File: src/design/sxp_pkg.sv
// Shared types and codes for the S-expression stream parser.
`default_nettype none

package sxp_pkg;

    // Event codes carried on the result stream
    localparam logic [2:0] EV_NONE      = 3'd0;
    localparam logic [2:0] EV_HEAD_CHAR = 3'd1;
    localparam logic [2:0] EV_ATOM_CHAR = 3'd2;
    localparam logic [2:0] EV_NAME_END  = 3'd3;
    localparam logic [2:0] EV_CLOSE     = 3'd4;
    localparam logic [2:0] EV_DONE      = 3'd5;
    localparam logic [2:0] EV_ERROR     = 3'd6;

    // Error codes
    localparam logic [2:0] ERR_NONE          = 3'd0;
    localparam logic [2:0] ERR_EXPECT_OPEN   = 3'd1;
    localparam logic [2:0] ERR_EXPECT_NAME   = 3'd2;
    localparam logic [2:0] ERR_BAD_CHAR      = 3'd3;
    localparam logic [2:0] ERR_EARLY_END     = 3'd4;
    localparam logic [2:0] ERR_UNBALANCED    = 3'd5;
    localparam logic [2:0] ERR_OVERFLOW      = 3'd6;

    // Character constants
    localparam logic [7:0] CH_SPACE   = 8'h20;
    localparam logic [7:0] CH_NEWLINE = 8'h0A;
    localparam logic [7:0] CH_OPEN    = 8'h28;
    localparam logic [7:0] CH_CLOSE   = 8'h29;
    localparam logic [7:0] CH_UPPER_A = 8'h41;
    localparam logic [7:0] CH_UPPER_Z = 8'h5A;
    localparam logic [7:0] CH_CASE    = 8'h20;

    // One result item
    typedef struct packed {
        logic [2:0] ev;
        logic [7:0] ch;
        logic [7:0] dep;
        logic [2:0] err;
        logic       last;
    } t_result;

    // All results of one input item (one or two)
    typedef struct packed {
        logic    two;
        t_result res1;
        t_result res0;
    } t_entry;

endpackage

`default_nettype wire

File: src/design/sxp_front.sv
// Front end: accepts bytes, runs the grammar state machine, builds result entries.
`default_nettype none

module sxp_front
    import sxp_pkg::*;
#(
    parameter logic [7:0] DEPTH_LIMIT = 8'd255
) (
    input  wire logic       i_clk,
    input  wire logic       i_rst_n,
    input  wire logic       i_valid,
    output logic            o_ready,
    input  wire logic       i_action,
    input  wire logic [7:0] i_char,
    input  wire logic       i_full,
    output logic            o_push,
    output t_entry          o_entry
);

    typedef enum logic [2:0] {
        PH_TOP_OPEN,
        PH_EXPECT_HEAD,
        PH_IN_NAME,
        PH_LIST,
        PH_AFTER_TOP,
        PH_FAILED
    } t_phase;

    t_phase     r_phase, n_phase;
    logic [7:0] r_depth, n_depth;
    logic       r_head,  n_head;

    logic       accept;
    logic       is_sp, is_let;
    logic [7:0] upper;
    logic [7:0] lc_depth;
    logic       overflow;

    logic       l_emit;
    t_result    l_res;
    t_phase     l_phase;
    logic [7:0] l_depth;

    logic       e0, e1;
    t_result    res0, res1;

    function automatic t_result err_res(input logic [2:0] code);
        t_result r;
        r     = '0;
        r.ev  = EV_ERROR;
        r.err = code;
        return r;
    endfunction

    function automatic t_result ev_res(input logic [2:0] ev, input logic [7:0] ch,
                                       input logic [7:0] dep);
        t_result r;
        r     = '0;
        r.ev  = ev;
        r.ch  = ch;
        r.dep = dep;
        return r;
    endfunction

    assign o_ready = !i_full;
    assign accept  = i_valid && !i_full;

    // Byte classes
    assign upper  = i_char & ~CH_CASE;
    assign is_sp  = (i_char == CH_SPACE) || (i_char == CH_NEWLINE);
    assign is_let = (upper >= CH_UPPER_A) && (upper <= CH_UPPER_Z) && !i_char[7];

    // A head name ending opens its list one level down
    assign lc_depth = (r_phase == PH_IN_NAME && r_head) ? r_depth + 8'd1 : r_depth;
    assign overflow = r_head && (r_depth >= DEPTH_LIMIT);

    // Byte handling inside a list
    always_comb begin
        l_emit  = 1'b0;
        l_res   = '0;
        l_phase = PH_LIST;
        l_depth = lc_depth;
        if (is_sp) begin
            l_phase = PH_LIST;
        end else if (i_char == CH_OPEN) begin
            l_phase = PH_EXPECT_HEAD;
        end else if (is_let) begin
            l_phase = PH_IN_NAME;
            l_emit  = 1'b1;
            l_res   = ev_res(EV_ATOM_CHAR, i_char, lc_depth);
        end else if (i_char == CH_CLOSE) begin
            l_emit = 1'b1;
            if (lc_depth == 8'd0) begin
                l_res   = err_res(ERR_UNBALANCED);
                l_phase = PH_FAILED;
            end else begin
                l_depth = lc_depth - 8'd1;
                l_res   = ev_res(EV_CLOSE, 8'd0, lc_depth - 8'd1);
                if (lc_depth == 8'd1) begin
                    l_phase = PH_AFTER_TOP;
                end
            end
        end else begin
            l_emit  = 1'b1;
            l_res   = err_res(ERR_BAD_CHAR);
            l_phase = PH_FAILED;
        end
    end

    // Grammar step
    always_comb begin
        n_phase = r_phase;
        n_depth = r_depth;
        n_head  = r_head;
        e0      = 1'b0;
        e1      = 1'b0;
        res0    = '0;
        res1    = '0;
        if (i_action) begin
            unique case (r_phase)
                PH_TOP_OPEN: begin
                    e0   = 1'b1;
                    res0 = err_res(ERR_EXPECT_OPEN);
                end
                PH_EXPECT_HEAD: begin
                    e0   = 1'b1;
                    res0 = err_res(ERR_EXPECT_NAME);
                end
                PH_IN_NAME: begin
                    e0   = 1'b1;
                    res0 = ev_res(EV_NAME_END, 8'd0, r_depth);
                    e1   = 1'b1;
                    res1 = overflow ? err_res(ERR_OVERFLOW) : err_res(ERR_EARLY_END);
                end
                PH_LIST: begin
                    e0   = 1'b1;
                    res0 = err_res(ERR_EARLY_END);
                end
                PH_AFTER_TOP: begin
                    e0   = 1'b1;
                    res0 = ev_res(EV_DONE, 8'd0, 8'd0);
                end
                default: begin
                    e0 = 1'b0;
                end
            endcase
            n_phase = PH_TOP_OPEN;
            n_depth = 8'd0;
            n_head  = 1'b0;
        end else begin
            unique case (r_phase)
                PH_TOP_OPEN: begin
                    if (!is_sp) begin
                        if (i_char == CH_OPEN) begin
                            n_phase = PH_EXPECT_HEAD;
                        end else begin
                            e0      = 1'b1;
                            res0    = err_res(ERR_EXPECT_OPEN);
                            n_phase = PH_FAILED;
                        end
                    end
                end
                PH_EXPECT_HEAD: begin
                    if (!is_sp) begin
                        e0 = 1'b1;
                        if (is_let) begin
                            n_head  = 1'b1;
                            n_phase = PH_IN_NAME;
                            res0    = ev_res(EV_HEAD_CHAR, i_char, r_depth);
                        end else begin
                            res0    = err_res(ERR_EXPECT_NAME);
                            n_phase = PH_FAILED;
                        end
                    end
                end
                PH_IN_NAME: begin
                    e0 = 1'b1;
                    if (is_let) begin
                        res0 = ev_res(r_head ? EV_HEAD_CHAR : EV_ATOM_CHAR, i_char, r_depth);
                    end else begin
                        // Name end, then the ending byte as in a list
                        res0   = ev_res(EV_NAME_END, 8'd0, r_depth);
                        n_head = 1'b0;
                        if (overflow) begin
                            e1      = 1'b1;
                            res1    = err_res(ERR_OVERFLOW);
                            n_phase = PH_FAILED;
                        end else begin
                            e1      = l_emit;
                            res1    = l_res;
                            n_phase = l_phase;
                            n_depth = l_depth;
                        end
                    end
                end
                PH_LIST: begin
                    e0      = l_emit;
                    res0    = l_res;
                    n_phase = l_phase;
                    n_depth = l_depth;
                    n_head  = 1'b0;
                end
                PH_AFTER_TOP: begin
                    if (!is_sp) begin
                        e0      = 1'b1;
                        res0    = err_res(ERR_UNBALANCED);
                        n_phase = PH_FAILED;
                    end
                end
                default: begin
                    e0 = 1'b0;
                end
            endcase
        end
    end

    // Entry toward the queue, last flag on the final result
    always_comb begin
        o_entry          = '0;
        o_entry.two      = e1;
        o_entry.res0     = res0;
        o_entry.res1     = res1;
        o_entry.res0.last = !e1;
        o_entry.res1.last = e1;
    end

    assign o_push = accept && e0;

    // Parser state
    always_ff @(posedge i_clk) begin
        if (!i_rst_n) begin
            r_phase <= PH_TOP_OPEN;
            r_depth <= 8'd0;
            r_head  <= 1'b0;
        end else if (accept) begin
            r_phase <= n_phase;
            r_depth <= n_depth;
            r_head  <= n_head;
        end
    end

endmodule

`default_nettype wire

File: src/design/sxp_queue.sv
// Short queue of result entries between the front and back ends.
`default_nettype none

module sxp_queue
    import sxp_pkg::*;
#(
    parameter int DEPTH = 4
) (
    input  wire logic   i_clk,
    input  wire logic   i_rst_n,
    input  wire logic   i_push,
    input  wire t_entry i_entry,
    output logic        o_full,
    output logic        o_valid,
    input  wire logic   i_pop,
    output t_entry      o_entry
);

    localparam int PTR_W = $clog2(DEPTH);
    localparam int CNT_W = $clog2(DEPTH + 1);

    t_entry             r_mem [DEPTH];
    logic [PTR_W-1:0]   r_wr, r_rd;
    logic [CNT_W-1:0]   r_count;
    logic               do_push, do_pop;

    assign o_full  = (r_count == CNT_W'(DEPTH));
    assign o_valid = (r_count != '0);
    assign o_entry = r_mem[r_rd];
    assign do_push = i_push && !o_full;
    assign do_pop  = i_pop && o_valid;

    // Pointers and fill count
    always_ff @(posedge i_clk) begin
        if (!i_rst_n) begin
            r_wr    <= '0;
            r_rd    <= '0;
            r_count <= '0;
        end else begin
            if (do_push) begin
                r_wr <= (r_wr == PTR_W'(DEPTH - 1)) ? '0 : r_wr + PTR_W'(1);
            end
            if (do_pop) begin
                r_rd <= (r_rd == PTR_W'(DEPTH - 1)) ? '0 : r_rd + PTR_W'(1);
            end
            if (do_push && !do_pop) begin
                r_count <= r_count + CNT_W'(1);
            end else if (do_pop && !do_push) begin
                r_count <= r_count - CNT_W'(1);
            end
        end
    end

    // Entry storage
    always_ff @(posedge i_clk) begin
        if (do_push) begin
            r_mem[r_wr] <= i_entry;
        end
    end

endmodule

`default_nettype wire

File: src/design/sxp_back.sv
// Back end: splits queued entries into single results behind an output register.
`default_nettype none

module sxp_back
    import sxp_pkg::*;
(
    input  wire logic   i_clk,
    input  wire logic   i_rst_n,
    input  wire logic   i_valid,
    input  wire t_entry i_entry,
    output logic        o_pop,
    output logic        o_valid,
    input  wire logic   i_ready,
    output t_result     o_result
);

    logic    r_valid;
    logic    r_second;
    t_result r_out;
    logic    load;
    t_result pick;

    // Load when the output register is empty or being drained
    assign load  = i_valid && (!r_valid || i_ready);
    assign pick  = (i_entry.two && r_second) ? i_entry.res1 : i_entry.res0;
    assign o_pop = load && (!i_entry.two || r_second);

    assign o_valid  = r_valid;
    assign o_result = r_out;

    always_ff @(posedge i_clk) begin
        if (!i_rst_n) begin
            r_valid  <= 1'b0;
            r_second <= 1'b0;
        end else if (load) begin
            r_valid  <= 1'b1;
            r_out    <= pick;
            r_second <= i_entry.two && !r_second;
        end else if (i_ready) begin
            r_valid  <= 1'b0;
        end
    end

endmodule

`default_nettype wire

File: src/design/sexpr_stream_parser_unit.sv
// Top level of the S-expression stream parser.
//
//  Port group   Dir  tdata                                     tuser         tlast
//  s_axis       in   [7:0] char_code                           [0] action    -
//  m_axis       out  [7:0] char_out, [15:8] depth,             [2:0] event   last
//                    [18:16] error_code, [23:19] zero
//
// One byte is taken per cycle; the grammar state updates in the cycle it is accepted.
// An input gives zero, one or two results; the back end sends one result per cycle while
// m_axis_tready is high, so a byte that ends a name may send two results one after the other.
// Results reach m_axis through the result queue and then the output register.
// Input stalls only when the result queue is full; reset is synchronous, active low.
`default_nettype none

module sexpr_stream_parser_unit
    import sxp_pkg::*;
#(
    parameter int MAX_DEPTH   = 255,
    parameter int QUEUE_DEPTH = 4
) (
    input  wire logic        i_clk,
    input  wire logic        i_rst_n,
    input  wire logic        s_axis_tvalid,
    output logic             s_axis_tready,
    input  wire logic [7:0]  s_axis_tdata,   // [7:0] char_code
    input  wire logic        s_axis_tuser,   // [0] action
    output logic             m_axis_tvalid,
    input  wire logic        m_axis_tready,
    output logic [23:0]      m_axis_tdata,   // [7:0] char_out, [15:8] depth, [18:16] error_code
    output logic [2:0]       m_axis_tuser,   // [2:0] event_res
    output logic             m_axis_tlast    // last
);

    localparam logic [7:0] DEPTH_LIMIT = (MAX_DEPTH >= 255) ? 8'd255 : 8'(MAX_DEPTH);

    logic    q_push, q_full, q_valid, q_pop;
    t_entry  f_entry, q_entry;
    t_result out_res;

    sxp_front #(
        .DEPTH_LIMIT(DEPTH_LIMIT)
    ) u_front (
        .i_clk    (i_clk),
        .i_rst_n  (i_rst_n),
        .i_valid  (s_axis_tvalid),
        .o_ready  (s_axis_tready),
        .i_action (s_axis_tuser),
        .i_char   (s_axis_tdata),
        .i_full   (q_full),
        .o_push   (q_push),
        .o_entry  (f_entry)
    );

    sxp_queue #(
        .DEPTH(QUEUE_DEPTH)
    ) u_queue (
        .i_clk   (i_clk),
        .i_rst_n (i_rst_n),
        .i_push  (q_push),
        .i_entry (f_entry),
        .o_full  (q_full),
        .o_valid (q_valid),
        .i_pop   (q_pop),
        .o_entry (q_entry)
    );

    sxp_back u_back (
        .i_clk    (i_clk),
        .i_rst_n  (i_rst_n),
        .i_valid  (q_valid),
        .i_entry  (q_entry),
        .o_pop    (q_pop),
        .o_valid  (m_axis_tvalid),
        .i_ready  (m_axis_tready),
        .o_result (out_res)
    );

    // Output packing
    assign m_axis_tdata = {5'd0, out_res.err, out_res.dep, out_res.ch};
    assign m_axis_tuser = out_res.ev;
    assign m_axis_tlast = out_res.last;

    // Checks
    a_no_valid_after_reset: assert property (@(posedge i_clk)
        !$past(i_rst_n) |-> !m_axis_tvalid)
        else $error("result valid right after reset");

    a_event_not_none: assert property (@(posedge i_clk) disable iff (!i_rst_n)
        m_axis_tvalid |-> (m_axis_tuser != EV_NONE))
        else $error("result with no event");

    a_char_only_for_names: assert property (@(posedge i_clk) disable iff (!i_rst_n)
        (m_axis_tvalid && m_axis_tuser != EV_HEAD_CHAR && m_axis_tuser != EV_ATOM_CHAR)
        |-> (m_axis_tdata[7:0] == 8'd0))
        else $error("character on a non-name event");

    a_error_code_match: assert property (@(posedge i_clk) disable iff (!i_rst_n)
        m_axis_tvalid |-> ((m_axis_tuser == EV_ERROR) == (m_axis_tdata[18:16] != ERR_NONE)))
        else $error("error code does not match event");

endmodule

`default_nettype wire
File: config.mk
export PLATFORM = sky130hd
export DESIGN_NAME = sexpr_stream_parser_unit
export DESIGN_NICKNAME = d
export VERILOG_FILES = /design/src/design/sxp_pkg.sv /design/src/design/sxp_front.sv /design/src/design/sxp_queue.sv /design/src/design/sxp_back.sv /design/src/design/sexpr_stream_parser_unit.sv
export SDC_FILE = /design/constraint.sdc
export NUM_CORES = 1
export LEC_CHECK = 0
export BUFFER_PORTS_ARGS = -buffer_cell sky130_fd_sc_hd__buf_2
export CAP_MARGIN = 40
export CORE_MARGIN = 1.5
export CORE_UTILIZATION = 50
export DETAILED_ROUTE_END_ITERATION = 8
export PLACE_DENSITY = 0.76
export RECOVER_POWER = 25
export SYNTH_ARGS = -nofsm -noshare
export SYNTH_HDL_FRONTEND = slang
export SYNTH_SLANG_ARGS = --single-unit
File: constraint.sdc
create_clock -name i_clk -period 3.9 [get_ports i_clk]
set_input_delay 0.585 -clock i_clk [delete_from_list [all_inputs] [get_ports i_clk]]
set_output_delay 0.585 -clock i_clk [all_outputs]
set_load 0.01 [all_outputs]
==> out/results.ini <==
[critical_path]
required_ns = 4.12
cp-start-kind = flip-flop
crit_chain = or3b_1, or3_4, o32ai_4, a21boi_4, nand2_2, o41ai_1, a2bb2oi_1
critPathKind = reg -> reg
cpPeakStageDelay_ns = 0.60
cp.arrival_ns = 3.56
rrSetupSlack_ns = 0.56
crit_fanout = 11
critPathSlowestCell = or3b_1
end_kind = flip-flop

[sta]
drv_slew = 0
final_hold_viol_count = 0
slew-limit-headroom_pct = 5.18
rsz0062_at_grt = false
fin_crit_ns = 3.34
worstMarginPinSlew_ns = 1.42
fin_skew_ns = 0.0116
fmax_ghz = 0.300
setup_viol = 0
timing.setup.tns_ns = 0
period_share_pct = 85.5

[power_and_ir_drop]
power.total_mw = 6.49
leakage_nw = 3.78
cellPowerDensity_nw_per_um2 = 572
ir_worst_vdd_v = 0.000338

[clock_network]
cts_resized = 0
cts.sinks = 226
postCtsHoldBufs = 0
path_clk_slew_ns = 0.06
cts_setup_buffers = 0
max-clock-path-buffers = 3
htree_levels = 1
numCtsBuffers = 24
clkLatencyLatePin_ns = 0.50
cts_root_buf = clkbuf_16
cts_tree = done

[final_layout]
final_area_um2 = 11400
area_growth_pct = 13.7
fillerInstances = 1541
drive_gt1_share_pct = 19.4
nets = 757
utilization_pct = 58.1
final_cell_count_no_fill = 1016
diodes = 0

[synthesis]
yosys_warnings = 0
yosys_most_used_dff = edfxtp_1
ys_seq_area_share_pct = 65.6
async_reset_ff_share_pct = 0
synth_area_per_cell_um2 = 15.3
yosysUniqueCellTypes = 70
synthCells = 653
synth_edf_count = 203
ys_ff_latch = 226
syn_area_um2 = 9990

[route]
ant_nets = 0
drtIter0Drc = 575
routed_wl_um = 20800
drc = 0
via_per_inst = 5.75
firstDrtPassIters = 5
wl_per_cell_um = 20.5
vias = 5841

[floorplan]
io_pins = 43
die_h_um = 144
die_area_um2 = 20800
die_x_um = 144
coreArea_um2 = 19500
rows = 51
start_util_pct = 51.1

[run]
drv_cap = 0

[status]
status = complete, no violations

[placement]
io_buffer_count = 37
dp_cells = 974
gp_congestion = 0.941
place_hpwl_um = 13300
place_area_um2 = 10700

[global_route]
grt_pass1_wl_um = 32600
grt_overflow = 0
grt_pass1_vias = 5953
grt_max_degree = 46
antenna_found_initial = 0
grt_util_all_layers_pct = 20.8

[min_path]
hold_class = in -> reg

power by group:
group          internal [mW]  leakage, nW  total [mW]  switching (mW)
Combinational          0.604         1.36        1.30           0.695
Clock                   1.23        0.355        2.11           0.874
Sequential              2.99         2.07        3.09          0.0970
Total                   4.83         3.78        6.49            1.67
final timing paths:
check,startpoint,to,cells after the start
worst max-delay path,u_front.r_phase[0],u_queue.r_mem[3][1],7
worst min-delay path,m_axis_tready,u_back.o_valid,4
worst max register to register,u_front.r_phase[0],u_queue.r_mem[3][1],7
worst min register to register,u_back.o_valid,u_back.o_valid,2
cells by family after synthesis:
group / Yosys count / synth area share, %
DFF: 226 / 65.6
and+or+nand+nor: 171 / 9.10
muxes: 73 / 13.3
buffers and inverters: 61 / 2.64
adders and majority gates: 9 / 1.20
other: 1 / 0.0375
xor gates and xnor gates: 12 / 1.05
AOI/OAI and AO/OA: 100 / 7.05
critical path, delay by kind of cell, from the launching register on:
family	cells	cell delay, ns
DFF	1	0.44
and+or+nand+nor	3	1.17
AOI/OAI and AO/OA	4	1.44
sequential cells by signal, summed over array words and instances, names as in the netlist, named ones only:
register         flops
u_queue.r_wr         2
u_back.o_result     23
u_back.o_valid       1
u_queue.r_mem      180
u_front.r_head       1
u_queue.r_rd         2
u_front.r_depth      8
u_front.r_phase      3
u_queue.r_count      3
u_back.r_second      1
final cells by class:
class,count,area (µm²),share of cell area [%]
multi-input cells,406,3320,29.3
clock buffers,30,644,5.68
flip-flops and latches,226,6560,57.8
repair buffers,57,330,2.91
inverters,20,75.1,0.661
clock inverters,12,87.6,0.772
well taps,265,332,2.92
metrics by stage:
step	hold WS, ns	setup WS (ns)
after floorplan	0.486	0.452
after global placement	0.471	0.318
after detailed placement	0.484	0.269
after CTS	0.352	0.558
after global routing	0.385	0.460
final	0.362	0.564
synth_stat cells, drive strengths merged (3+ instances only):
cell     count  area [µm²]
or3          7        48.8
clkbuf      27         101
a211oi       5        37.5
o32ai        4        53.8
ha           8         100
o221ai       3        26.3
mux4        45        1010
nand3       11        55.1
nor3        28         161
dfxtp       23         460
a21oi       23         119
nand4        4        25.0
edfxtp     203        6100
o21ai       21         105
buf         14        87.6
xor2         5        43.8
nor2b        9        56.3
a21boi       7        63.8
nor4         4        40.0
a31oi        4        25.0
a22o         6        52.6
o2bb2ai      6        52.6
xnor2        7        61.3
mux2i        6        63.8
mux2        22         248
inv         20        75.1
nor2        32         120
o22ai        4        25.0
and2        19         119
nand2       41         156
o21a         3        22.5
or4          3        22.5
placed cells by master, fill, tap and decap left out, drive strengths merged, types with 19 or more instances in the layout:
cell type	n
conb	41
buf	28
and2	19
mux2	22
dfxtp	23
mux4	45
nor3	28
nor2	32
a21oi	23
inv	22
o21ai	21
nand2	41
clkbuf	59
edfxtp	203
per-layer routing:
metal / vias to the layer above / part of all wire [%] / GRT usage (%)
met3: 48 / 6.3 / 3.15
met2: 220 / 50 / 35.9
met5: - / 0 / 0
met1: 2903 / 42 / 27.6
met4: 0 / 2.4 / 6.17
li1: 2670 / - / -
No activity file was read; power rests on OpenSTA's default activity.
